--- config.mk ---
export PLATFORM = sky130hd
export DESIGN_NAME = stepper_position_sequencer
export DESIGN_NICKNAME = d
export VERILOG_FILES = /design/src/hdl/stp_pkg.sv /design/src/hdl/stp_cfg.sv /design/src/hdl/stp_core.sv /design/src/hdl/stepper_position_sequencer.sv
export VERILOG_INCLUDE_DIRS = /design/src /design/src/hdl
export SDC_FILE = /design/constraint.sdc
export NUM_CORES = 1
export LEC_CHECK = 0
export BUFFER_PORTS_ARGS = -buffer_cell sky130_fd_sc_hd__buf_2
export CAP_MARGIN = 40
export CORE_AREA = 2 2 240 242
export DETAILED_ROUTE_END_ITERATION = 16
export DIE_AREA = 0 0 242 244
export GPL_ROUTABILITY_DRIVEN = 0
export SLEW_MARGIN = 20
export SYNTH_ARGS = -nofsm -noshare
export SYNTH_HDL_FRONTEND = slang
export SYNTH_SLANG_ARGS = --single-unit
--- constraint.sdc ---
create_clock -name clk -period 21 [get_ports clk]
set_input_delay 2.1 -clock clk [delete_from_list [all_inputs] [get_ports clk]]
set_output_delay 2.1 -clock clk [all_outputs]
set_load 0.02 [all_outputs]
--- src/hdl/stepper_position_sequencer_macros.svh ---
// assertion helpers for the stepper sequencer
`ifndef STEPPER_POSITION_SEQUENCER_MACROS_SVH
`define STEPPER_POSITION_SEQUENCER_MACROS_SVH

// same-cycle implication, checked outside reset
`define SPS_ASSERT_NOW(label, ante, cons, msg) \
  label: assert property (@(posedge clk) disable iff (!rst_n) (ante) |-> (cons)) \
    else $error(msg);

// next-cycle implication, checked outside reset
`define SPS_ASSERT_NEXT(label, ante, cons, msg) \
  label: assert property (@(posedge clk) disable iff (!rst_n) (ante) |=> (cons)) \
    else $error(msg);

`endif

--- src/hdl/stp_pkg.sv ---
`timescale 1ns / 1ps
package stp_pkg;

  localparam logic [1:0] OP_TICK = 2'd0;
  localparam logic [1:0] OP_SET  = 2'd1;
  localparam logic [1:0] OP_STOP = 2'd2;

  localparam logic [1:0] CFG_TRAVEL_STEPS = 2'd0;
  localparam logic [1:0] CFG_STEP_PERIOD  = 2'd1;
  localparam logic [1:0] CFG_HALF_STEP    = 2'd2;

  localparam logic [6:0] POS_MAX = 7'd100;

  // floor(x / 100) == (x * RECIP_K) >> RECIP_SHIFT for every x below 2^23
  localparam int          RECIP_SHIFT = 30;
  localparam logic [23:0] RECIP_K     = 24'd10737419;
  localparam int          SCALE_W     = 40;
  localparam int          PROD_W      = SCALE_W + 7;

  localparam logic [15:0]        TRAVEL_STEPS_RESET = 16'd4096;
  localparam logic [15:0]        STEP_PERIOD_RESET  = 16'd1000;
  localparam logic [SCALE_W-1:0] SCALE_RESET        = 40'(64'd4096 * 64'd10737419);

  typedef struct packed {
    logic [SCALE_W-1:0] steps_scale;  // travel steps * RECIP_K
    logic [15:0]        step_period;
    logic               half_step;
  } cfg_t;

  typedef struct packed {
    logic       ignored;
    logic       done_res;
    logic       busy_res;
    logic [6:0] position;
    logic [3:0] phases;
  } res_t;

  function automatic logic [3:0] half_pattern(input logic [2:0] idx);
    logic [3:0] p;
    case (idx)
      3'd0:    p = 4'b1001;
      3'd1:    p = 4'b0001;
      3'd2:    p = 4'b0011;
      3'd3:    p = 4'b0010;
      3'd4:    p = 4'b0110;
      3'd5:    p = 4'b0100;
      3'd6:    p = 4'b1100;
      default: p = 4'b1000;
    endcase
    return p;
  endfunction

  function automatic logic [3:0] full_pattern(input logic [1:0] idx);
    logic [3:0] p;
    case (idx)
      2'd0:    p = 4'b1001;
      2'd1:    p = 4'b0011;
      2'd2:    p = 4'b0110;
      default: p = 4'b1100;
    endcase
    return p;
  endfunction

endpackage

--- src/hdl/stp_cfg.sv ---
`timescale 1ns / 1ps
module stp_cfg (
  input  logic          clk,
  input  logic          rst_n,
  input  logic          cfg_valid,
  output logic          cfg_ready,
  input  logic [1:0]    cfg_index,
  input  logic [15:0]   cfg_data,
  output stp_pkg::cfg_t cfg
);
  import stp_pkg::*;

  logic [SCALE_W-1:0] scale_r;
  logic [15:0]        period_r;
  logic               half_r;
  logic               wr;

  assign cfg_ready = 1'b1;
  assign wr        = cfg_valid && cfg_ready;

  always_ff @(posedge clk) begin
    if (!rst_n) begin
      scale_r  <= SCALE_RESET;
      period_r <= STEP_PERIOD_RESET;
      half_r   <= 1'b1;
    end else if (wr) begin
      case (cfg_index)
        CFG_TRAVEL_STEPS: begin
          // keep only the scaled form, the step count path needs nothing else
          scale_r <= {24'd0, cfg_data} * {16'd0, RECIP_K};
        end
        CFG_STEP_PERIOD: period_r <= cfg_data;
        CFG_HALF_STEP:   half_r   <= cfg_data[0];
        default: ;
      endcase
    end
  end

  assign cfg.steps_scale = scale_r;
  assign cfg.step_period = period_r;
  assign cfg.half_step   = half_r;

endmodule

--- src/hdl/stp_core.sv ---
`timescale 1ns / 1ps
module stp_core (
  input  logic          clk,
  input  logic          rst_n,
  input  logic          en,
  input  logic [1:0]    op,
  input  logic [7:0]    target,
  input  stp_pkg::cfg_t cfg,
  output stp_pkg::res_t res
);
  import stp_pkg::*;

  logic [6:0]  cur_pos_r, cur_pos_nxt;
  logic [6:0]  goal_r, goal_nxt;
  logic [15:0] steps_r, steps_nxt;
  logic [2:0]  idx_r, idx_nxt;
  logic [16:0] tick_r, tick_nxt;
  logic        moving_r, moving_nxt;
  logic        fwd_r, fwd_nxt;
  logic [3:0]  coil_r, coil_nxt;

  logic [6:0]        tgt;
  logic [6:0]        diff;
  logic [PROD_W-1:0] prod;
  logic [16:0]       n_raw;
  logic [15:0]       n_steps;
  logic [16:0]       period;
  logic [16:0]       tick_inc;
  logic [2:0]        idx_step;
  logic [15:0]       steps_dec;
  logic              done;
  logic              dropped;

  assign tgt  = (target > {1'b0, POS_MAX}) ? POS_MAX : target[6:0];
  assign diff = (cur_pos_r > tgt) ? (cur_pos_r - tgt) : (tgt - cur_pos_r);

  // beat count = diff * travel steps / 100 through the prescaled reciprocal
  assign prod    = {40'd0, diff} * {7'd0, cfg.steps_scale};
  assign n_raw   = prod[PROD_W-1:RECIP_SHIFT];
  assign n_steps = (n_raw == 17'd0) ? 16'd1 : n_raw[15:0];

  always_comb begin
    period = cfg.half_step ? {1'b0, cfg.step_period} : {cfg.step_period, 1'b0};
    if (period == 17'd0) period = 17'd1;
  end

  assign tick_inc  = tick_r + 17'd1;
  assign steps_dec = steps_r - 16'd1;

  always_comb begin
    idx_step = fwd_r ? (idx_r + 3'd1) : (idx_r - 3'd1);
    if (!cfg.half_step) idx_step = {1'b0, idx_step[1:0]};
  end

  always_comb begin
    cur_pos_nxt = cur_pos_r;
    goal_nxt    = goal_r;
    steps_nxt   = steps_r;
    idx_nxt     = idx_r;
    tick_nxt    = tick_r;
    moving_nxt  = moving_r;
    fwd_nxt     = fwd_r;
    coil_nxt    = coil_r;
    done        = 1'b0;
    dropped     = 1'b0;
    case (op)
      OP_SET: begin
        if (moving_r) begin
          dropped = 1'b1;
        end else if (tgt != cur_pos_r) begin
          fwd_nxt    = cur_pos_r > tgt;
          steps_nxt  = n_steps;
          goal_nxt   = tgt;
          idx_nxt    = 3'd0;
          tick_nxt   = 17'd0;
          moving_nxt = 1'b1;
          coil_nxt   = cfg.half_step ? half_pattern(3'd0) : full_pattern(2'd0);
        end
      end
      OP_TICK: begin
        if (moving_r) begin
          tick_nxt = tick_inc;
          if (tick_inc >= period) begin
            tick_nxt  = 17'd0;
            steps_nxt = steps_dec;
            idx_nxt   = idx_step;
            if (steps_dec == 16'd0) begin
              coil_nxt    = 4'd0;
              cur_pos_nxt = goal_r;
              moving_nxt  = 1'b0;
              done        = 1'b1;
            end else begin
              coil_nxt = cfg.half_step ? half_pattern(idx_step) : full_pattern(idx_step[1:0]);
            end
          end
        end
      end
      OP_STOP: begin
        coil_nxt   = 4'd0;
        moving_nxt = 1'b0;
        steps_nxt  = 16'd0;
        tick_nxt   = 17'd0;
      end
      default: ;
    endcase
  end

  always_ff @(posedge clk) begin
    if (!rst_n) begin
      cur_pos_r <= 7'd0;
      goal_r    <= 7'd0;
      steps_r   <= 16'd0;
      idx_r     <= 3'd0;
      tick_r    <= 17'd0;
      moving_r  <= 1'b0;
      fwd_r     <= 1'b0;
      coil_r    <= 4'd0;
    end else if (en) begin
      cur_pos_r <= cur_pos_nxt;
      goal_r    <= goal_nxt;
      steps_r   <= steps_nxt;
      idx_r     <= idx_nxt;
      tick_r    <= tick_nxt;
      moving_r  <= moving_nxt;
      fwd_r     <= fwd_nxt;
      coil_r    <= coil_nxt;
    end
  end

  assign res.phases   = coil_nxt;
  assign res.position = cur_pos_nxt;
  assign res.busy_res = moving_nxt;
  assign res.done_res = done;
  assign res.ignored  = dropped;

endmodule

--- src/hdl/stepper_position_sequencer.sv ---
`timescale 1ns / 1ps
// Half-step / full-step driver for a four-phase unipolar stepper with percent
// position tracking.
// in_*  : one word per command; in_tuser carries the op (tick, set target,
//         stop), in_tdata carries the target percent.
// out_* : exactly one word per accepted command, giving the coil drive, the
//         tracked position and the busy / done / ignored flags.
// cfg_* : register writes (0 total steps, 1 step period, 2 half-step mode);
//         cfg_ready is always high, a total steps write is usable next cycle.
// From input accept to output valid a word passes an input register, then the
// state update and beat count (one 7 x 40 multiply) feeding the output
// register. One word is accepted every cycle while the output drains.
// When the receiver stalls, the output register holds its word and the input
// register holds one more; in_tready drops only while both are full.
// Synchronous reset clears both registers, turns the coils off, sets the
// position to 0 and loads the register defaults (4096, 1000, half-step).
`include "stepper_position_sequencer_macros.svh"
module stepper_position_sequencer (
  input  logic        clk,
  input  logic        rst_n,
  input  logic        in_tvalid,
  output logic        in_tready,
  input  logic [7:0]  in_tdata,   // [7:0] target
  input  logic [1:0]  in_tuser,   // [1:0] op
  output logic        out_tvalid,
  input  logic        out_tready,
  output logic [15:0] out_tdata,  // [3:0] phases, [10:4] position, [11] busy_res,
                                  // [12] done_res, [13] ignored, [15:14] zero
  input  logic        cfg_valid,
  output logic        cfg_ready,
  input  logic [1:0]  cfg_index,
  input  logic [15:0] cfg_data
);
  import stp_pkg::*;

  logic       s1_valid_r;
  logic [1:0] s1_op_r;
  logic [7:0] s1_target_r;
  logic       out_valid_r;
  res_t       out_res_r;
  logic       s2_free;
  logic       adv;
  cfg_t       cfg;
  res_t       res;

  assign s2_free   = !out_valid_r || out_tready;
  assign adv       = s1_valid_r && s2_free;
  assign in_tready = !s1_valid_r || s2_free;

  always_ff @(posedge clk) begin
    if (!rst_n) begin
      s1_valid_r <= 1'b0;
    end else if (in_tready) begin
      s1_valid_r <= in_tvalid;
    end
  end

  always_ff @(posedge clk) begin
    if (in_tready && in_tvalid) begin
      s1_op_r     <= in_tuser;
      s1_target_r <= in_tdata;
    end
  end

  stp_cfg u_cfg (
    .clk       (clk),
    .rst_n     (rst_n),
    .cfg_valid (cfg_valid),
    .cfg_ready (cfg_ready),
    .cfg_index (cfg_index),
    .cfg_data  (cfg_data),
    .cfg       (cfg)
  );

  stp_core u_core (
    .clk    (clk),
    .rst_n  (rst_n),
    .en     (adv),
    .op     (s1_op_r),
    .target (s1_target_r),
    .cfg    (cfg),
    .res    (res)
  );

  always_ff @(posedge clk) begin
    if (!rst_n) begin
      out_valid_r <= 1'b0;
    end else if (s2_free) begin
      out_valid_r <= s1_valid_r;
    end
  end

  always_ff @(posedge clk) begin
    if (adv) begin
      out_res_r <= res;
    end
  end

  assign out_tvalid = out_valid_r;
  assign out_tdata  = {2'b00, out_res_r};

  `SPS_ASSERT_NOW(a_ready_only_on_stall, !in_tready, out_tvalid && !out_tready,
                  "input stalled without an output stall")
  `SPS_ASSERT_NEXT(a_item_reaches_output, adv, out_tvalid,
                   "advanced word did not reach the output")
  `SPS_ASSERT_NOW(a_idle_coils_off, out_tvalid && !out_tdata[11], out_tdata[3:0] == 4'd0,
                  "coils driven while idle")
  `SPS_ASSERT_NOW(a_drop_only_busy, out_tvalid && out_tdata[13], out_tdata[11],
                  "target dropped while not busy")

endmodule

After elaboration in Yosys (flattened, before gate mapping)
Cells that the tools add are included.

Flip-flop bits (word level): 139. Latch bits: 0. Memory bits (writable): 0. ROM bits: 0. Logic and storage cells: 115. Memories kept: 0.

Add/subtract/negate cells: 6. $mul: 2. Div/mod/pow operators: 0. $lt $le $gt $ge: 3. Eq/ne operators: 17. Shift operators: 0. Muxes and demuxes: 43. Bitwise logic cells: 1. Reductions and logical operators: 23.

Operators by type and width (number): two-way mux 17 bit (6); two-way mux 16 bit (5); one-hot mux 17 bit (3 select lines) (1); one-hot mux 16 bit (3 select lines) (1); multiplier 7 x 40 -> 47 bit (1); two-way mux 7 bit (6); multiplier 16 x 24 -> 40 bit, second input constant (1); logical NOT 17 bit (2); one-hot mux 4 bit (7 select lines) (1); two-way mux 4 bit (6); one-hot mux 4 bit (3 select lines) (2); two-way mux 3 bit (6); adder 17 x 1 -> 17 bit, second input constant (1); greater-or-equal comparator 17 bit (1); logical NOT 16 bit (1); subtractor 16 x 1 -> 16 bit, second input constant (1); subtractor 7 bit (2); AND reduction 6 bit (2); equality test 3 bit, second input constant (3); greater-than comparator 8 x 7 -> 1 bit, second input constant (1); greater-than comparator 7 bit (1); two-way mux 1 bit (7); != test 7 bit (1); equality test 2 x 1 -> 1 bit, second input constant (3); 21 further kinds (33).

Longest topological paths before layout
Depth in word-level cells: 10. Mapped depth: 37. Mapped depth without buffers: 36.

Hierarchy
From an unflattened synthesis, not the netlist that was laid out.

Cell total of the unflattened synthesis: 2594. Area total of the unflattened synthesis: 23030.8 um2.

By module, submodules not included: stp_core (times used 1, cells an instance 1582, area each 13256.5 um2, sequential area each 1121.1 um2); stp_cfg (times used 1, cells an instance 976, area each 8931.1 um2, sequential area each 1141.1 um2); stepper_position_sequencer (times used 1, cells an instance 36, area each 843.3 um2, sequential area each 760.7 um2).

Worst setup path after synthesis
OpenSTA, ideal clock, no wires.

Kind: reg2reg. Start: reg s1_target_r[1]. End: reg u_core.steps_r[0]. Library setup time: 0.074 ns. Arrival: 8.261 ns. Required time: 20.926 ns. Slack: 12.665 ns. Stages on the path, launching flop included: 33. Cells stage by stage: edfxtp_1 -> o21ai_0 -> nand2_1 -> a31oi_1 -> nand2_1 -> ha_1 -> nor2b_1 -> o21a_1 -> o211a_1 -> o21ai_1 -> a211oi_1 -> a21o_1 -> xor2_1 -> clkbuf_1 -> nor2b_1 -> fa_1 -> fa_1 -> fa_1 -> inv_1 -> fa_1 -> inv_1 -> ha_1 -> a21o_1 -> a211oi_2 -> o21ai_1 -> a31oi_1 -> o211ai_1 -> or3_4 -> mux2_4 -> nor4_1 -> or4b_1 -> or3_1 -> a31oi_1.

Cells in the longest elaborated chain, start to end: 10. Elaborated cells on any way between the ends: 15. Classes of those cells: add/sub: 2; mul: 1; order compare: 2; eq/ne: 2; mux: 6; reduce/logical: 2.

Ends and longest elaborated chain: start, declared (line stepper_position_sequencer.sv:38) `logic [7:0] s1_target_r;`; start signal, assigned (line stepper_position_sequencer.sv:61) `s1_target_r <= in_tdata;`; greater-than comparator 8 x 7 -> 1 bit (line stp_core.sv:34) `assign tgt = (target > {1'b0, POS_MAX}) ? POS_MAX : target[6:0];`; two-way mux 7 bit (*) (line stp_core.sv:34); subtractor 7 bit / greater-than comparator 7 bit (equally long branches) (line stp_core.sv:35) `assign diff = (cur_pos_r > tgt) ? (cur_pos_r - tgt) : (tgt - cur_pos_r);`; two-way mux 7 bit (line stp_core.sv:35); multiplier 7 x 40 -> 47 bit (line stp_core.sv:38) `assign prod = {40'd0, diff} * {7'd0, cfg.steps_scale};`; logical NOT 17 bit (line stp_core.sv:40) `assign n_steps = (n_raw == 17'd0) ? 16'd1 : n_raw[15:0];`; two-way mux 16 bit (line stp_core.sv:40); two-way mux 16 bit (line stp_core.sv:70) `end else if (tgt != cur_pos_r) begin`; two-way mux 16 bit (line stp_core.sv:68) `if (moving_r) begin`; one-hot mux 16 bit (3 select lines) (line stp_core.sv:66) `case (op)`; end signal, assigned (line stp_core.sv:121) `steps_r <= steps_nxt;`; end, declared (line stp_core.sv:15) `logic [15:0] steps_r, steps_nxt;`.

Every way passes the cells marked *; elsewhere a longest branch is shown, timed or not. The select of a mux whose other input is x is not followed. A chain may end at the register's enable or synchronous reset.

Worst setup path in the final report
Same ends and word-level chain as after synthesis.

==> impl_metrics.py <==
metrics = {
    "run_status": {
        "outcome": "finished, final reports clean",
    },
    "floorplan": {
        "die_h_um": 244,
        "die_w_um": 242,
        "rows": 87,
        "die-area_um2": 59000,
        "core-area_um2": 56200,
        "start_util_pct": 39.7,
        "ios": 52,
    },
    "sta": {
        "min_period_ps": 9900,
        "relSlewSlack_pct": 45.8,
        "max_freq_mhz": 101,
        "finalMaxSlewViolations": 0,
        "fin_skew_ps": 16.8,
        "finalCritPeriodShare_pct": 47.2,
        "hold_violations": 0,
        "tns_ps": 0,
        "worstMarginPinSlew_ps": 811,
        "whs_ps": 469,
        "grt_setup_unrepaired": "no",
        "final-setup-viol-count": 0,
    },
    "routing": {
        "antenna_left": 0,
        "num_vias": 17306,
        "post_drt_wl_per_cell_um": 17.1,
        "routed_via_density": 5.30,
        "drt-total-wl_mm": 55.7,
        "first_iter_violations": 845,
        "drc_errors": 0,
        "drtPass1Iterations": 5,
    },
    "cts": {
        "cts_tree": "built",
        "cts_resized": 0,
        "cts_buffers": 17,
        "postCtsHoldBufs": 0,
        "cts_setup_buffers": 0,
        "cts.sinks": 139,
        "clkSlewWorstSetupHoldPaths_ps": 70,
        "clock_latency_ps": 480,
        "h-tree-depth": 4,
        "clockBufferDepth": 2,
        "clockRootBuffer": "clkbuf_16",
    },
    "final_layout": {
        "fin_cells": 3264,
        "fillers": 5575,
        "multi_input_area_um2": 17700,
        "drive_gt1_share_pct": 6.02,
        "register_area_um2": 3020,
        "most-common-layout-cells": "inv_1 (348), fa_1 (312), ha_1 (269), nand2_1 (216), and2_1 (169)",
        "area_delta_synth_final_pct": 7.65,
        "utilization_pct": 42.7,
        "antennaDiodeCount": 0,
        "final_common_cell": "inv_1",
        "nNetsFinal": 3109,
    },
    "synthesis": {
        "yosysSeqAreaShare_pct": 13.6,
        "ys_warn_count": 0,
        "syn_area_um2": 22300,
        "synth-main-ff-cell": "dfxtp_1",
        "synthArstFlopShare_pct": 0,
        "synth_edf_count": 24,
        "ys_types": 90,
        "yosysTopAreaCell": "fa_1",
        "ys_ff_latch": 139,
        "synth.area.top_cells": "fa_1 (28%), ha_1 (15%), dfxtp_1 (10%), inv_1 (5.9%), and2_1 (4.7%)",
        "syn_inst": 2487,
        "syn_avg_cell_area_um2": 8.97,
        "synth_top_area_share_pct": 28.0,
    },
    "global_route": {
        "grt_usage_pct": 19.5,
        "grt_first_pass_wirelength_mm": 93.1,
        "grt_overflow": 0,
        "antenna_found_initial": 1,
        "grt_max_degree": 70,
        "grt_pass1_vias": 18010,
    },
    "critical_path": {
        "crit_required_ps": 21410,
        "crit_path_frequent_cell": "fa_1",
        "crit_type": "reg -> reg",
        "path_max_fanout": 29,
        "endpoint_kind": "register",
        "critPathSlowestCell": "ha_1",
        "rrSetupSlack_ps": 11100,
        "cp-start-kind": "register",
        "cpPeakStageDelay_ps": 720,
        "cp.arrival_ps": 10310,
    },
    "placement": {
        "dp_hpwl_mm": 45.9,
        "place_inst": 3232,
        "io_buffers": 48,
    },
    "hold_path": {
        "hold_path.class": "reg -> reg",
    },
    "run": {
        "cap_viol_max_count": 0,
    },
}
-- flip-flops by register name, summed over array words and instances, names as in the netlist --
name	cells
out_tdata	14
out_tvalid	1
s1_op_r	2
s1_target_r	8
s1_valid_r	1
u_cfg.half_r	1
u_cfg.period_r	16
u_cfg.scale_r	40
u_core.coil_r	4
u_core.cur_pos_r	7
u_core.fwd_r	1
u_core.goal_r	7
u_core.idx_r	3
u_core.moving_r	1
u_core.steps_r	16
u_core.tick_r	17
-- per-layer routing --
layer	global-route usage, %	routed length [um]	vias to the layer above
li1	-	-	8241
met1	25.7	25700	8604
met2	32.9	26400	390
met3	3.15	2430	71
met4	6.12	1190	0
met5	0	0	-
-- final timing paths --
kind                                   from  cells after the start                        endpoint
max                s1_target_r[1]$_DFFE_PP_                     32  u_core.steps_r[0]$_SDFFE_PN0P_
min reg2reg  u_core.tick_r[12]$_SDFFE_PN0P_                      2  u_core.tick_r[12]$_SDFFE_PN0P_
max reg2reg        s1_target_r[1]$_DFFE_PP_                     32  u_core.steps_r[0]$_SDFFE_PN0P_
min          u_core.tick_r[12]$_SDFFE_PN0P_                      2  u_core.tick_r[12]$_SDFFE_PN0P_
-- stage by stage --
stage	instance area [um2]	worst slack (ps)
global route	24000	10440
finish	24000	11100
global placement	23300	11010
floorplan	22300	12660
detailed placement	23400	11180
CTS	24000	11150
-- critical path: cells and delay by family (launching register included) --
kind	cells	cell delay, ps
fa+ha+maj	6	3170
compound gates	11	2450
simple gates	9	2190
buf+inv	4	770
xor+xnor	1	550
flops	1	380
mux	1	300
-- Yosys cell counts (all sizes together), types with 6 or more instances --
cell,count
a21oi,148
and3,20
and4,7
mux2,10
dfxtp,115
o31ai,8
inv,351
o211ai,22
o21ai,66
buf,12
nor4,12
xor2,39
nand2b,41
mux2i,33
ha,269
o21bai,9
clkbuf,66
or3,13
nor2b,62
and2,169
or2,7
o21a,11
a221oi,10
a31oi,20
nand3,40
a211oi,16
a21o,60
edfxtp,24
fa,312
nand4,23
o2111ai,6
nand3b,11
xnor2,34
nor3,24
nor2,129
nand2,217
-- kinds of logic (layout without fill, tap and decap cells) --
group	after synthesis	after routing	synth area share (%)
other	2	3	0.0337
flip-flops	139	139	13.6
XOR/XNOR	73	73	2.87
adder cells (fa/ha/maj)	581	581	43.1
AO/OA/AOI/OAI	424	424	12.3
multiplexers	43	43	2.00
buffers and inverters	430	450	7.31
AND/OR/NAND/NOR	795	795	18.8
-- final cells by class --
cell class | instances | share of cell area [%]
clock buffer | 18 | 1.88
inverter | 352 | 5.50
clock inverter | 14 | 0.584
timing repair buffer | 66 | 1.80
multi-input combinational | 1919 | 73.7
tap | 756 | 3.94
sequential | 139 | 12.6
Power is not shown: default switching activity piles up to over one toggle a cycle in this logic, so the estimate is an artifact.
